--- config.mk ---
export PLATFORM = sky130hd
export DESIGN_NAME = uudecode_stream_decoder_top
export DESIGN_NICKNAME = d
export VERILOG_FILES = /design/src/rtl/core/uud_pkg.sv /design/src/rtl/core/uudecode_stream_decoder_top.sv
export SDC_FILE = /design/constraint.sdc
export NUM_CORES = 1
export LEC_CHECK = 0
export BUFFER_PORTS_ARGS = -buffer_cell sky130_fd_sc_hd__buf_4
export CORE_MARGIN = 2
export CORE_UTILIZATION = 25
export CTS_BUF_LIST = sky130_fd_sc_hd__clkbuf_4 sky130_fd_sc_hd__clkbuf_8
export DETAILED_ROUTE_END_ITERATION = 7
export PLACE_DENSITY_LB_ADDON = 0.08
export SYNTH_ARGS = -nofsm -noshare
export SYNTH_HDL_FRONTEND = slang
export SYNTH_SLANG_ARGS = --single-unit
--- constraint.sdc ---
create_clock -name i_clk -period 5.4 [get_ports i_clk]
set_clock_uncertainty 0.15 [all_clocks]
set_input_delay 1.08 -clock i_clk [delete_from_list [all_inputs] [get_ports i_clk]]
set_output_delay 1.08 -clock i_clk [all_outputs]
set_load 0.05 [all_outputs]
--- src/rtl/core/uud_pkg.sv ---
// Shared constants, result kind codes and helper functions for the uudecode stream decoder.
// No dependencies; the decoder top level imports this package.
package uud_pkg;

    // Width of the running byte counter; the reported total is its low 24 bits.
    localparam int COUNT_BITS = 24;
    localparam int TOTAL_BITS = 24;

    typedef logic [COUNT_BITS-1:0] t_count;

    typedef enum logic [1:0] {
        KIND_BYTE = 2'd0,
        KIND_DONE = 2'd1,
        KIND_ERR  = 2'd2
    } t_kind;

    localparam logic [7:0] CH_NUL  = 8'h00;
    localparam logic [7:0] CH_LF   = 8'h0A;
    localparam logic [7:0] CH_CR   = 8'h0D;
    localparam logic [7:0] CH_TICK = 8'h60;
    localparam logic [7:0] CH_B    = 8'h62;
    localparam logic [7:0] CH_E    = 8'h65;
    localparam logic [7:0] CH_G    = 8'h67;
    localparam logic [7:0] CH_I    = 8'h69;
    localparam logic [7:0] CH_N    = 8'h6E;

    // Six-bit value of one encoded character.
    function automatic logic [5:0] sextet(input logic [7:0] c);
        logic [7:0] d;
        d = c - CH_TICK;
        return d[5:0];
    endfunction

    // Adds a small amount to the counter, sticking at the top value.
    function automatic t_count sat_add(input t_count a, input logic [2:0] k);
        logic [COUNT_BITS:0] sum;
        sum = {1'b0, a} + (COUNT_BITS + 1)'(k);
        return sum[COUNT_BITS] ? '1 : sum[COUNT_BITS-1:0];
    endfunction

endpackage

--- src/rtl/core/uudecode_stream_decoder_top.sv ---
// uudecode stream decoder: one text character in, up to four result items out.
// Depends on uud_pkg for kind codes, character constants and the saturating counter helper.
//
//  channel  direction  handshake          payload
//  input    in         i_valid / o_stall  i_ch, i_end_of_file
//  result   out        o_valid / i_stall  o_kind, o_data_byte, o_byte_total, o_last
//
// Each accepted character is decoded in the cycle it arrives; its results (at most three
// bytes and one status) land in the result register and are shown one per cycle unless i_stall holds them.
// A character that causes zero or one result leaves room for the next one in the next cycle;
// a group-closing character that yields more results stalls the input until its last result is taken.
// Reset (synchronous, active low) returns to looking for the begin line and clears the count.
// While the result side stalls, the input side stalls as soon as the result register is full.
module uudecode_stream_decoder_top (
    input  logic                i_clk,
    input  logic                i_rst_n,
    input  logic                i_valid,
    output logic                o_stall,
    input  logic [7:0]          i_ch,
    input  logic                i_end_of_file,
    output logic                o_valid,
    input  logic                i_stall,
    output uud_pkg::t_kind      o_kind,
    output logic [7:0]          o_data_byte,
    output logic [uud_pkg::TOTAL_BITS-1:0] o_byte_total,
    output logic                o_last
);
    import uud_pkg::*;

    typedef enum logic [2:0] {
        PH_SEEK  = 3'd0,
        PH_MATCH = 3'd1,
        PH_SKIP  = 3'd2,
        PH_START = 3'd3,
        PH_BODY  = 3'd4,
        PH_DONE  = 3'd5
    } t_phase;

    // Decoder state.
    t_phase      r_phase, n_phase;
    logic [2:0]  r_pos, n_pos;
    logic [5:0]  r_len, n_len;
    logic [6:0]  r_bil, n_bil;
    logic [1:0]  r_fill, n_fill;
    logic [17:0] r_held, n_held;
    t_count      r_total, n_total;

    // Result register: the bundle of results caused by one character.
    logic        r_valid;
    logic [2:0]  r_nres;
    logic [1:0]  r_idx;
    logic [1:0]  r_nbytes;
    logic [7:0]  r_byte0, r_byte1, r_byte2;
    t_kind       r_stat_kind;
    t_count      r_t0;

    logic        acc, take, take_last, out_is_byte, is_last;
    logic        eol, stat, do_flush;
    t_kind       stat_kind;
    logic [17:0] f_held;
    logic [5:0]  f_d, sx;
    logic [6:0]  left;
    logic [1:0]  nb;
    logic [7:0]  fb0, fb1, fb2;
    logic [2:0]  out_off;
    t_count      out_total;

    // Expected letter of "begin" at a given match position.
    function automatic logic [7:0] begin_char(input logic [2:0] p);
        logic [7:0] c;
        unique case (p)
            3'd1:    c = CH_E;
            3'd2:    c = CH_G;
            3'd3:    c = CH_I;
            3'd4:    c = CH_N;
            default: c = CH_NUL;
        endcase
        return c;
    endfunction

    // Left-align a partial group so that missing characters read as zero.
    function automatic logic [17:0] align_part(input logic [17:0] h, input logic [1:0] f);
        logic [17:0] r;
        case (f)
            2'd1:    r = {h[5:0], 12'd0};
            2'd2:    r = {h[11:0], 6'd0};
            default: r = h;
        endcase
        return r;
    endfunction

    assign is_last   = ({1'b0, r_idx} + 3'd1) == r_nres;
    assign take      = r_valid && !i_stall;
    assign take_last = take && is_last;
    assign o_stall   = r_valid && !take_last;
    assign acc       = i_valid && !o_stall;

    assign eol = (i_ch == CH_LF) || (i_ch == CH_CR);
    assign sx  = sextet(i_ch);

    always_comb begin
        n_phase   = r_phase;
        n_pos     = r_pos;
        n_len     = r_len;
        n_bil     = r_bil;
        n_fill    = r_fill;
        n_held    = r_held;
        do_flush  = 1'b0;
        f_held    = r_held;
        f_d       = 6'd0;
        stat      = 1'b0;
        stat_kind = KIND_DONE;

        unique case (r_phase)
            PH_SEEK: begin
                if (i_ch == CH_NUL) begin
                    stat      = 1'b1;
                    stat_kind = KIND_ERR;
                    n_phase   = PH_DONE;
                end else if (i_ch == CH_B) begin
                    n_phase = PH_MATCH;
                    n_pos   = 3'd1;
                end
            end
            PH_MATCH: begin
                if (i_ch != begin_char(r_pos)) begin
                    stat      = 1'b1;
                    stat_kind = KIND_ERR;
                    n_phase   = PH_DONE;
                end else begin
                    n_pos = r_pos + 3'd1;
                    if (r_pos == 3'd4) begin
                        n_phase = PH_SKIP;
                    end
                end
            end
            PH_SKIP: begin
                if (i_ch == CH_NUL) begin
                    stat    = 1'b1;
                    n_phase = PH_DONE;
                end else if (i_ch == CH_LF) begin
                    n_phase = PH_START;
                end
            end
            PH_START: begin
                if (eol) begin
                    n_phase = PH_START;
                end else if (i_ch == CH_NUL || i_ch == CH_TICK || i_ch == CH_E) begin
                    stat    = 1'b1;
                    n_phase = PH_DONE;
                end else begin
                    n_len   = sx;
                    n_bil   = 7'd0;
                    n_fill  = 2'd0;
                    n_held  = 18'd0;
                    n_phase = (sx == 6'd0) ? PH_SKIP : PH_BODY;
                end
            end
            PH_BODY: begin
                if (i_ch == CH_NUL || eol) begin
                    // A line end or text end inside a group flushes it zero-filled.
                    if (r_fill != 2'd0) begin
                        do_flush = 1'b1;
                        f_held   = align_part(r_held, r_fill);
                    end
                    if (i_ch == CH_NUL) begin
                        stat    = 1'b1;
                        n_phase = PH_DONE;
                    end else begin
                        n_phase = (i_ch == CH_LF) ? PH_START : PH_SKIP;
                    end
                end else if (r_fill == 2'd3) begin
                    do_flush = 1'b1;
                    f_held   = r_held;
                    f_d      = sx;
                    if (({1'b0, r_bil} + 8'd3) >= {2'b00, r_len}) begin
                        n_phase = PH_SKIP;
                    end
                end else begin
                    n_held = {r_held[11:0], sx};
                    n_fill = r_fill + 2'd1;
                end
            end
            PH_DONE: begin
                n_phase = PH_DONE;
            end
            default: begin
                n_phase = r_phase;
            end
        endcase

        if (i_end_of_file && n_phase != PH_DONE) begin
            stat = 1'b1;
            if (n_phase == PH_SEEK || n_phase == PH_MATCH) begin
                stat_kind = KIND_ERR;
            end else begin
                stat_kind = KIND_DONE;
                // A group closed by this character has already been flushed.
                if (n_phase == PH_BODY && n_fill != 2'd0 && !do_flush) begin
                    do_flush = 1'b1;
                    f_held   = align_part(n_held, n_fill);
                    f_d      = 6'd0;
                end
            end
            n_phase = PH_DONE;
        end

        if (do_flush) begin
            n_bil  = r_bil + 7'd3;
            n_fill = 2'd0;
            n_held = 18'd0;
        end
    end

    // Group decode: three bytes from four sextets, limited by what is left of the line.
    assign left = (r_bil < {1'b0, r_len}) ? ({1'b0, r_len} - r_bil) : 7'd0;
    assign nb   = !do_flush ? 2'd0 : ((left >= 7'd3) ? 2'd3 : left[1:0]);
    assign fb0  = {f_held[17:12], f_held[11:10]};
    assign fb1  = {f_held[9:6], f_held[5:2]};
    assign fb2  = {f_held[1:0], f_d};
    assign n_total = sat_add(r_total, {1'b0, nb});

    always_ff @(posedge i_clk) begin
        if (!i_rst_n) begin
            r_phase <= PH_SEEK;
            r_pos   <= 3'd0;
            r_len   <= 6'd0;
            r_bil   <= 7'd0;
            r_fill  <= 2'd0;
            r_held  <= 18'd0;
            r_total <= '0;
            r_valid <= 1'b0;
            r_idx   <= 2'd0;
            r_nres  <= 3'd0;
        end else begin
            if (acc) begin
                r_phase <= n_phase;
                r_pos   <= n_pos;
                r_len   <= n_len;
                r_bil   <= n_bil;
                r_fill  <= n_fill;
                r_held  <= n_held;
                r_total <= n_total;
                r_valid <= (nb != 2'd0) || stat;
                r_nres  <= {1'b0, nb} + {2'b00, stat};
                r_idx   <= 2'd0;
            end else if (take) begin
                if (is_last) begin
                    r_valid <= 1'b0;
                end else begin
                    r_idx <= r_idx + 2'd1;
                end
            end
        end
    end

    always_ff @(posedge i_clk) begin
        if (acc) begin
            r_nbytes    <= nb;
            r_byte0     <= fb0;
            r_byte1     <= fb1;
            r_byte2     <= fb2;
            r_stat_kind <= stat_kind;
            r_t0        <= r_total;
        end
    end

    // Bytes carry the count including themselves; the status carries the final count.
    assign out_is_byte  = r_idx < r_nbytes;
    assign out_off      = out_is_byte ? ({1'b0, r_idx} + 3'd1) : {1'b0, r_idx};
    assign out_total    = sat_add(r_t0, out_off);

    always_comb begin
        case (r_idx)
            2'd0:    o_data_byte = r_byte0;
            2'd1:    o_data_byte = r_byte1;
            default: o_data_byte = r_byte2;
        endcase
        if (!out_is_byte) begin
            o_data_byte = 8'd0;
        end
    end

    assign o_valid      = r_valid;
    assign o_kind       = out_is_byte ? KIND_BYTE : r_stat_kind;
    assign o_byte_total = TOTAL_BITS'(out_total);
    assign o_last       = is_last;

    a_idx_in_bundle: assert property (@(posedge i_clk) disable iff (!i_rst_n)
        r_valid |-> ({1'b0, r_idx} < r_nres))
        else $error("result index ran past the bundle");

    a_status_is_last: assert property (@(posedge i_clk) disable iff (!i_rst_n)
        (o_valid && o_kind != KIND_BYTE) |-> o_last)
        else $error("status result not marked last");

    a_done_is_silent: assert property (@(posedge i_clk) disable iff (!i_rst_n)
        (acc && r_phase == PH_DONE) |=> !o_valid)
        else $error("result produced after decoding finished");

    a_no_count_before_body: assert property (@(posedge i_clk) disable iff (!i_rst_n)
        (r_phase == PH_SEEK || r_phase == PH_MATCH) |-> (r_total == '0))
        else $error("bytes counted before the begin line");

    a_match_pos: assert property (@(posedge i_clk) disable iff (!i_rst_n)
        (r_phase == PH_MATCH) |-> (r_pos >= 3'd1 && r_pos <= 3'd4))
        else $error("begin match position out of range");

endmodule
==> out/qor.txt, run 1 <==
P&R area growth vs syn: 17.2%
WL/cell: 16.1 µm
gpl congestion: 0.791
DIE AREA: 0.0313 mm²
I/O pin total: 50
mux cell area share after synthesis: 3.88%
crit path time final: 4850 ps
largest net degree at the start of global routing: 31
Lkg Pwr: 3.25 nW
simple-gate area share of the yosys netlist: 20.0%
met2 Usage GRT: 22.2%
cell breakdown of the critical path: inv_1, nand2_1, a21o_1, mux2_2, fa_1, a21oi_1, buf_4, nor2_1, and3_1, nand3_1, mux2_2, buf_4
total gr overflow: 0
HP Class: reg2reg
final setup vio count: 0
area share of fa/ha/maj cells after synthesis: 6.99%
Worst setup EP type: primary output
CTS max path bufs: 2
Worst path slowest cell: dfxtp_1
initial antenna violation count: 0
Synth Area in Compound Gates: 20.2%
outcome: complete, no violations
VDD IR max: 107 µV
max-cap violations: 0
fraction of layout cells with a size suffix above 1: 14.5%
Avg Cell Area, Syn: 8.98 µm²
Worst-path clk slew: 80 ps
DRC: 0
final setup TNS: 0 ps
gr usage total: 13.9%
worst endpoint required time: 4170 ps
FF+latch count, synth: 121
GRT Max-Usage Layer: met2
first-pass iteration count of the detailed router: 5
Async SR Flop Fraction: 0%
pin slew with the least headroom to its limit: 994 ps
# hold bufs at CTS: 0
PwrDens: 258 mW/mm²
largest family of logic cells by synthesized area: compound AO/OA/AOI/OAI gates
first-pass GRT wire length: 34100 µm
GRT met1 Usage: 19.3%
Rows: 63
syn nets: 886
DRC violation total after the first TritonRoute iteration: 362
IO Port Bufs: 49
synthesis warning total: 0
met3 Use GR: 2.26%
Die W: 177 µm
Starting Density: 25.3%
critical path type: reg2out
Die H: 177 µm
Hold Vio Cnt, Final: 0
XOR/XNOR share of the synthesized area: 5.04%
Reg2Reg Depth: 18
Routed WL: 20700 µm
Rel. slew slack: 33.6%
Antenna Cells: 0
most frequent cells in the layout: 104 x nand2_1, 71 x buf_4, 69 x dfxtp_1
Max Clock Freq: 0.206 GHz
clock tree sinks: 121
dpl hpwl: 15200 µm
Core ar.: 0.0296 mm²
RSZ-0062 raised after global routing: false
CTS tree: built
Post-Syn Area: 0.00748 mm²
final cell area excluding filler cells: 0.00876 mm²
worst skew pair latency: 440 ps
period utilization: 89.8%
CP Launch Type: flop
CTS buffer count: 17
Area after DPL: 0.00835 mm²
Distinct cells, synth: 70
prevailing post-synth register cell: dfxtp_1
via count: 6170
crit path max fanout: 13
Post-synth EDFFs: 52
Max stage delay on crit path: 480 ps
Seq/Total Area, Yosys: 39.4%
Post-Syn Instances: 833
fin util: 29.7%
critical path arrival: 3620 ps
H-tree depth: 4
Post-layout nets: 938
remaining antenna violation count: 0
via density per instance: 4.79
CTS root buffer: clkbuf_8
max-slew violations: 0
worst hold path depth: 0
Tot Pwr: 0.00226 W
commonest non-fill, non-tap cell in the layout: nand2_1
vias in the first global route: 6081
[sequential cells by signal (all words and copies together) (netlist names)]
| signal | flops |
|---|---|
| r_bil | 7 |
| r_byte0 | 8 |
| r_nres | 3 |
| r_idx | 2 |
| r_len | 6 |
| r_total | 24 |
| r_byte1 | 8 |
| r_fill | 2 |
| o_valid | 1 |
| r_pos | 3 |
| r_held | 18 |
| r_stat_kind | 2 |
| r_nbytes | 2 |
| r_phase | 3 |
| r_byte2 | 8 |
| r_t0 | 24 |
[cells by family after synthesis]
kind of cell | after synthesis
muxes | 28
xor gates and xnor gates | 43
DFF | 121
adders and majority gates | 40
and+or+nand+nor | 298
AOI/OAI and AO/OA | 220
buffers and inverters | 83
[where the power goes]
group          total (W)  internal, W  switching, W
Clock           0.000839     0.000451      0.000387
Sequential       0.00102     0.000993     0.0000300
Combinational   0.000401     0.000128      0.000273
Total            0.00226      0.00157      0.000690
[area by class of cell]
class | instances | area (µm²)
clock inverter | 11 | 120
tap | 390 | 488
inverter | 45 | 169
sequential | 121 | 2940
multi-input combinational | 629 | 4230
timing repair buffer | 71 | 533
clock buffer | 21 | 283
fill | 3177 | 20800
[path summary, 6_finish.rpt]
kind	startpoint	to	slack (ps)
worst max register to register	r_bil[2]$_SDFFE_PN0P_	r_total[10]$_SDFFE_PN0P_	650
worst min-delay path	r_total[20]$_SDFFE_PN0P_	r_t0[20]$_DFFE_PP_	320
worst min register to register	r_total[20]$_SDFFE_PN0P_	r_t0[20]$_DFFE_PP_	320
worst max-delay path	r_idx[0]$_SDFFE_PP0P_	o_byte_total[22]	550
[synth_stat cells (21+ instances only)]
cell type | number | area [µm²]
nor2_1 | 54 | 203
o21ai_0 | 29 | 145
a21oi_1 | 66 | 330
clkbuf_1 | 28 | 105
nand2_1 | 104 | 390
edfxtp_1 | 52 | 1560
ha_1 | 37 | 463
dfxtp_1 | 69 | 1380
xnor2_1 | 22 | 193
a22o_1 | 38 | 333
a22oi_1 | 21 | 158
nand3_1 | 29 | 145
xor2_1 | 21 | 184
inv_1 | 45 | 169
[layer usage]
layer,part of all wire [%],up-vias
met2,46,103
met4,1.3,0
li1,-,3140
met5,0,-
met1,50,2909
met3,2.7,18
[stage by stage]
stage	setup WS [ps]	cells	hold WS (ps)
finish	553	1288	320
global route	175	1288	338
CTS	474	1288	321
detailed placement	177	1256	296
global placement	230	1256	299
floorplan	233	833	273
[critical path: cells and delay by family (launching register included)]
kind | cells | cell delay (ps)
muxes | 2 | 770
DFF | 1 | 480
buffers and inverters | 3 | 450
and+or+nand+nor | 4 | 450
adders and majority gates | 1 | 450
AOI/OAI and AO/OA | 2 | 580
[repair_timing]
item,CTS,global route
setup endpoints to repair,0,1
hold endpoints to repair,0,0
buffers inserted,0,0
resized for setup,0,1
Power figures use the tool's default switching activity.
==> run 2: changes to the inputs <==
--- a/config.mk
+++ b/config.mk
@@ -6,7 +6,7 @@
 export NUM_CORES = 1
 export LEC_CHECK = 0
 export BUFFER_PORTS_ARGS = -buffer_cell sky130_fd_sc_hd__buf_4
-export CORE_MARGIN = 2
+export CORE_MARGIN = 5
 export CORE_UTILIZATION = 25
 export CTS_BUF_LIST = sky130_fd_sc_hd__clkbuf_4 sky130_fd_sc_hd__clkbuf_8
 export DETAILED_ROUTE_END_ITERATION = 7
==> run 2 against run 1 <==
  * Setup slack got worse by 97 ps
  * Worst hold slack improved by 4.4 ps
  * Utilization fell by 0.093 points
  * Critical endpoint unchanged
==> out/qor.txt, run 2 (synthesized netlist as in run 1, its figures left out) <==
clock power share: 35.8% (-1.3 points)
Post-layout nets: 939 (+0.11%)
pin slew with the least headroom to its limit: 1040 ps (+42.2 ps)
setup slack, reg-to-reg: 720 ps (+70 ps)
Max Clock Freq: 0.202 GHz (-2.0%)
sw power: 0.000730 W (+5.7%)
Hold Path End: r_t0[20]$_DFFE_PP_
largest net degree at the start of global routing: 31 (unchanged)
Metal-1 WL: 10800 µm (+3.9%)
Reg2Reg Depth: 17 (-1)
Rel. slew slack: 30.9% (-2.7 points)
Die W: 183 µm (+3.4%)
VDD IR max: 110 µV (+3.3%)
worst endpoint required time: 4170 ps (about the same)
Antenna Cells: 0 (unchanged)
max-cap violations: 0 (unchanged)
final setup TNS: 0 ps (unchanged)
Worst setup EP type: primary output
Routed WL: 21500 µm (+3.5%)
most frequent cells in the layout: 104 x nand2_1, 72 x buf_4, 69 x dfxtp_1
Hold Crit Start: r_total[20]$_SDFFE_PN0P_
Tot Pwr: 0.00222 W (-1.7%)
met3 wire length: 648 µm (+16%)
gpl congestion: 0.769 (-2.8%)
Combinational Power Share: 18.2% (+0.5 points)
gr usage total: 12.9% (-0.98 points)
WL/cell: 16.7 µm (+3.5%)
DRC violation total after the first TritonRoute iteration: 391 (+8.0%)
CTS tree: built
first-pass iteration count of the detailed router: 5 (unchanged)
PwrDens: 255 mW/mm² (-1.4%)
Worst path slowest cell: dfxtp_1
vias in the first global route: 6125 (+0.72%)
sw frac: 32.8% (+2.3 points)
# Post-CTS Setup Buffers: 0 (unchanged)
via count: 6198 (+0.45%)
routed wl met2: 9820 µm (+3.5%)
worst hold path depth: 0 (unchanged)
P&R area growth vs syn: 16.8%
CTS root buffer: clkbuf_8
Worst R2R End: r_total[22]$_SDFFE_PN0P_
initial antenna violation count: 0 (unchanged)
Reg2Reg Launch Point: r_bil[2]$_SDFFE_PN0P_
placed cell count: 1257 (+0.080%)
sum of buffers and inverters on the critical path: 2 (-1)
# fillers: 3167 (-0.31%)
I/O pin total: 50 (unchanged)
CTS buffer count: 17 (unchanged)
IO Port Bufs: 49 (unchanged)
CTS max path bufs: 2 (unchanged)
final setup vio count: 0 (unchanged)
register area: 0.00294 mm² (unchanged)
Worst-path clk slew: 80 ps (about the same)
outcome: complete, no violations
Core ar.: 0.0296 mm² (unchanged)
Hold Vio Cnt, Final: 0 (unchanged)
Lkg Pwr: 3.24 nW (-0.18%)
Rows: 63 (unchanged)
period utilization: 91.6% (+1.8 points)
RSZ-0062 raised after global routing: false
max-slew violations: 0 (unchanged)
post-CTS sizing: 0 (unchanged)
DIE AREA: 0.0335 mm² (+6.9%)
via density per instance: 4.81 (+0.38%)
CP Launch Type: flop
crit path time final: 4940 ps (+96.7 ps)
Max stage delay on crit path: 520 ps (+40 ps)
DRC: 0 (unchanged)
cell breakdown of the critical path: inv_1, nand2_1, a21o_1, mux2_2, fa_1, a21oi_1, nor2_1, and3_1, nand3_1, mux2_2, buf_4
Reg power frac: 46.0% (+0.8 points)
first-pass GRT wire length: 34500 µm (+1.2%)
final non-filler cell total: 1289 (+0.078%)
pre-CTS WS: 164 ps (-12.5 ps)
cell internal pwr: 0.00150 W (-4.9%)
worst skew pair latency: 440 ps (about the same)
H-tree depth: 4 (unchanged)
Die H: 183 µm (+3.4%)
commonest non-fill, non-tap cell in the layout: nand2_1
total gr overflow: 0 (unchanged)
fraction of layout cells with a size suffix above 1: 14.6% (+0.095 points)
critical path type: reg2out
delay-heaviest family, CP: multiplexers
largest registers: r_t0 x24, r_total x24, r_held x18
Final WS setup: 456 ps (-96.7 ps)
critical path arrival: 3710 ps (+90 ps)
clock tree sinks: 121 (unchanged)
most frequent CP cell: mux2_2
dpl hpwl: 15500 µm (+2.4%)
HP Class: reg2reg
# hold bufs at CTS: 0 (unchanged)
Top Layer Used: met4
remaining antenna violation count: 0 (unchanged)
Starting Density: 25.3% (unchanged)
crit path max fanout: 13 (unchanged)
area of the multi-input gates: 0.00422 mm² (-0.18%)
## run 2: cell count changes in the layout (fill, tap and decap cells not counted), sizes merged
cell,before,now
bufinv,2,1
buf,71,72
clkinv,6,7
clkbuf,21,17
clkinvlp,2,1
inv,46,51
## run 2: cell type report
class                   instances  share of cell area [%]
multi-input cells             629                    48.3
flip-flops and latches        121                    33.7
repair buffers                 72                    6.19
well taps                     390                    5.58
clock buffers                  17                    2.68
inverters                      45                    1.93
clock inverters                15                    1.62
## run 2: worst max path at each step
stage,from,to,depth (start not counted)
after floorplan,i_ch[1],r_total[1]$_SDFFE_PN0P_,20
after global placement,i_ch[4],r_total[10]$_SDFFE_PN0P_,20
after detailed placement,i_ch[4],r_total[22]$_SDFFE_PN0P_,19
after CTS,r_idx[0]$_SDFFE_PP0P_,o_byte_total[22],11
after global routing,i_ch[4],r_total[22]$_SDFFE_PN0P_,19
final,r_idx[0]$_SDFFE_PP0P_,o_byte_total[22],11
## run 2: layer usage
layer	vias to the layer above	global-route usage, %
li1	3141	-
met1	2939	18.4
met2	108	20.7
met3	10	2.26
met4	0	2.59
met5	-	0
## run 2: power by group through the flow
stage / Clock, W / Combinational, W / Sequential (W)
after floorplan: 0 / 0.000278 / 0.00104
after global routing: 0.000871 / 0.000441 / 0.00103
final: 0.000797 / 0.000404 / 0.00102
after global placement: 0 / 0.000412 / 0.00105
after CTS: 0.000831 / 0.000410 / 0.00102
after detailed placement: 0 / 0.000409 / 0.00105
## run 2: through the flow
| step | instance area [µm²] | hold slack [ps] | util, % |
|---|---|---|---|
| detailed placement | 8360 | 302 | 28.3 |
| global route | 8740 | 343 | 29.6 |
| finish | 8740 | 325 | 29.6 |
| floorplan | 7480 | 273 | - |
| CTS | 8740 | 327 | 29.6 |
| global placement | 8360 | 302 | 28.3 |
## run 2: worst register-to-register path: cells and delay by family, from the launching register on
kind                     cells  cell delay (ps)
buffers and inverters        2              250
flip-flops                   1              450
adder cells (fa/ha/maj)      3              920
AO/OA/AOI/OAI                6             1370
AND/OR/NAND/NOR              5             1190
XOR/XNOR                     1              230
==> run 3: changes to the inputs <==
--- a/config.mk
+++ b/config.mk
@@ -7,10 +7,11 @@
 export LEC_CHECK = 0
 export BUFFER_PORTS_ARGS = -buffer_cell sky130_fd_sc_hd__buf_4
 export CORE_MARGIN = 5
-export CORE_UTILIZATION = 25
+export CORE_UTILIZATION = 57
 export CTS_BUF_LIST = sky130_fd_sc_hd__clkbuf_4 sky130_fd_sc_hd__clkbuf_8
 export DETAILED_ROUTE_END_ITERATION = 7
 export PLACE_DENSITY_LB_ADDON = 0.08
+export RECOVER_POWER = 50
 export SYNTH_ARGS = -nofsm -noshare
 export SYNTH_HDL_FRONTEND = slang
 export SYNTH_SLANG_ARGS = --single-unit
==> run 3 against run 2 <==
  * The flow now finishes with violations (max-capacitance violations, max-slew violations)
  * Sequential cell count unchanged
  * Utilization up 36 points
  * Wire length down 14%
  * Cell count down 18%
  * Setup slack better by 15 ps
  * Critical endpoint is now r_pos[1]$_SDFFE_PN0P_
  * Largest cell class unchanged
==> out/qor.txt, run 3 (synthesized netlist as in run 1, its figures left out) <==
worst skew pair latency: 450 ps (about the same)
VDD IR max: 148 µV (+34%)
CP Launch Type: flop
most frequent cells in the layout: 104 x nand2_1, 69 x dfxtp_1, 66 x a21oi_1
gr usage total: 23.8% (+11 points)
CTS max path bufs: 2 (unchanged)
Post-layout nets: 930 (-0.96%)
post-CTS sizing: 0 (unchanged)
# hold bufs at CTS: 0 (unchanged)
final setup TNS: 0 ps (unchanged)
Max stage delay on crit path: 1160 ps (+640 ps)
first-pass iteration count of the detailed router: 8 (+3)
final setup vio count: 0 (unchanged)
critical path type: reg2reg
max-cap violations: 2 (+2)
H-tree depth: 4 (unchanged)
I/O pin total: 50 (unchanged)
# fillers: 1125 (-64%)
HP Class: reg2reg
DRC: 0 (unchanged)
area of the multi-input gates: 0.00419 mm² (-0.77%)
Lkg Pwr: 3.19 nW (-1.7%)
remaining antenna violation count: 0 (unchanged)
Antenna Cells: 0 (unchanged)
Rel. slew slack: -13.2% (-44 points)
cell breakdown of the critical path: inv_1, ha_1, xor2_1, o41ai_1, nand2_1, inv_1, clkbuf_1, nand2_1, or3_1, a21oi_1
pin slew with the least headroom to its limit: 1700 ps (+662 ps)
Max Clock Freq: 0.203 GHz (+0.30%)
via count: 6440 (+3.9%)
CTS tree: built
P&R area growth vs syn: 12.4%
Core ar.: 0.0127 mm² (-57%)
Starting Density: 58.8% (+33 points)
Hold Vio Cnt, Final: 0 (unchanged)
IO Port Bufs: 49 (unchanged)
first-pass GRT wire length: 30200 µm (-13%)
DIE AREA: 0.0155 mm² (-54%)
critical path arrival: 5140 ps (+1430 ps)
Worst setup EP type: flop
largest net degree at the start of global routing: 36 (+16%)
largest registers: r_t0 x24, r_total x24, r_held x18
DRC violation total after the first TritonRoute iteration: 526 (+35%)
initial antenna violation count: 0 (unchanged)
CTS root buffer: clkbuf_8
register area: 0.00294 mm² (unchanged)
PwrDens: 273 mW/mm² (+7.3%)
# Post-CTS Setup Buffers: 0 (unchanged)
failing checks: max-capacitance violations, max-slew violations
Die W: 125 µm (-32%)
CTS buffer count: 17 (unchanged)
Worst-path clk slew: 70 ps (about the same)
placed cell count: 1030 (-18%)
worst endpoint required time: 5610 ps (+1440 ps)
gpl congestion: 0.871 (+13%)
dpl hpwl: 13100 µm (-16%)
via density per instance: 6.06 (+26%)
RSZ-0062 raised after global routing: false
final non-filler cell total: 1062 (-18%)
crit path time final: 4930 ps (-14.7 ps)
Routed WL: 18400 µm (-14%)
max-slew violations: 65 (+65)
Worst path slowest cell: clkbuf_1
period utilization: 91.3% (-0.27 points)
Die H: 125 µm (-32%)
total gr overflow: 0 (unchanged)
outcome: finished, violations left
clock tree sinks: 121 (unchanged)
Tot Pwr: 0.00230 W (+3.2%)
crit path max fanout: 28 (+15)
commonest non-fill, non-tap cell in the layout: nand2_1
fraction of layout cells with a size suffix above 1: 12.5% (-2.1 points)
WL/cell: 17.3 µm (+3.8%)
vias in the first global route: 6062 (-1.0%)
Rows: 41 (-35%)
run 3: cell count changes in the layout (fill, tap and decap cells not counted), moves of 2 or more:
cell,before,now
clkbuf_1,0,6
clkbuf_8,17,19
and2_0,0,2
inv_6,4,0
bufinv_16,1,4
clkinvlp_4,1,3
clkinv_4,3,1
and2_1,6,4
buf_4,72,57
inv_8,2,0
run 3: final timing paths:
path | start | end | slack [ps] | depth (start not counted)
setup / recovery | r_idx[0]$_SDFFE_PP0P_ | r_pos[1]$_SDFFE_PN0P_ | 470 | 10
setup reg to reg | r_idx[0]$_SDFFE_PP0P_ | r_pos[1]$_SDFFE_PN0P_ | 470 | 10
hold / removal | r_nres[2]$_SDFFE_PN0P_ | r_nres[2]$_SDFFE_PN0P_ | 320 | 2
hold reg to reg | r_nres[2]$_SDFFE_PN0P_ | r_nres[2]$_SDFFE_PN0P_ | 320 | 2
run 3: metrics by stage:
stage | hold slack (ps) | setup slack (ps) | utilization (%) | cell area [µm²]
6_report | 320 | 471 | 66.1 | 8400
2_1_floorplan | 273 | 233 | - | 7480
3_5_place_dp | 298 | 113 | 62.9 | 8000
5_1_grt | 345 | 47.4 | 66.1 | 8400
3_3_place_gp | 294 | 276 | 62.9 | 8000
4_1_cts | 322 | 456 | 66.3 | 8440
run 3: critical path, delay by kind of cell (launching register included):
family / cells / cell delay (ps)
buffers and inverters: 3 / 1490
adders and majority gates: 1 / 360
AOI/OAI and AO/OA: 2 / 810
DFF: 1 / 500
and+or+nand+nor: 3 / 1360
xor gates and xnor gates: 1 / 170
run 3: cell type report:
class / count / area share, %
multi-input cells: 629 / 49.9
repair buffers: 63 / 5.36
well taps: 172 / 2.56
inverters: 45 / 2.01
flip-flops and latches: 121 / 35.0
clock buffers: 19 / 3.11
clock inverters: 13 / 2.08
run 3: layer usage:
| layer | track usage (%) | wire length [µm] | vias up |
|---|---|---|---|
| met3 | 4.89 | 1280 | 36 |
| li1 | - | - | 3135 |
| met4 | 11.4 | 487 | 0 |
| met2 | 37.6 | 8660 | 229 |
| met5 | 0 | 0 | - |
| met1 | 31.2 | 7940 | 3040 |
run 3: power by group:
part	internal, W	total [W]	leakage, nW	switching [W]
clock network	0.000522	0.000884	0.215	0.000362
registers	0.000995	0.00103	1.08	0.0000301
logic	0.000119	0.000387	1.89	0.000268
total	0.00164	0.00230	3.19	0.000660
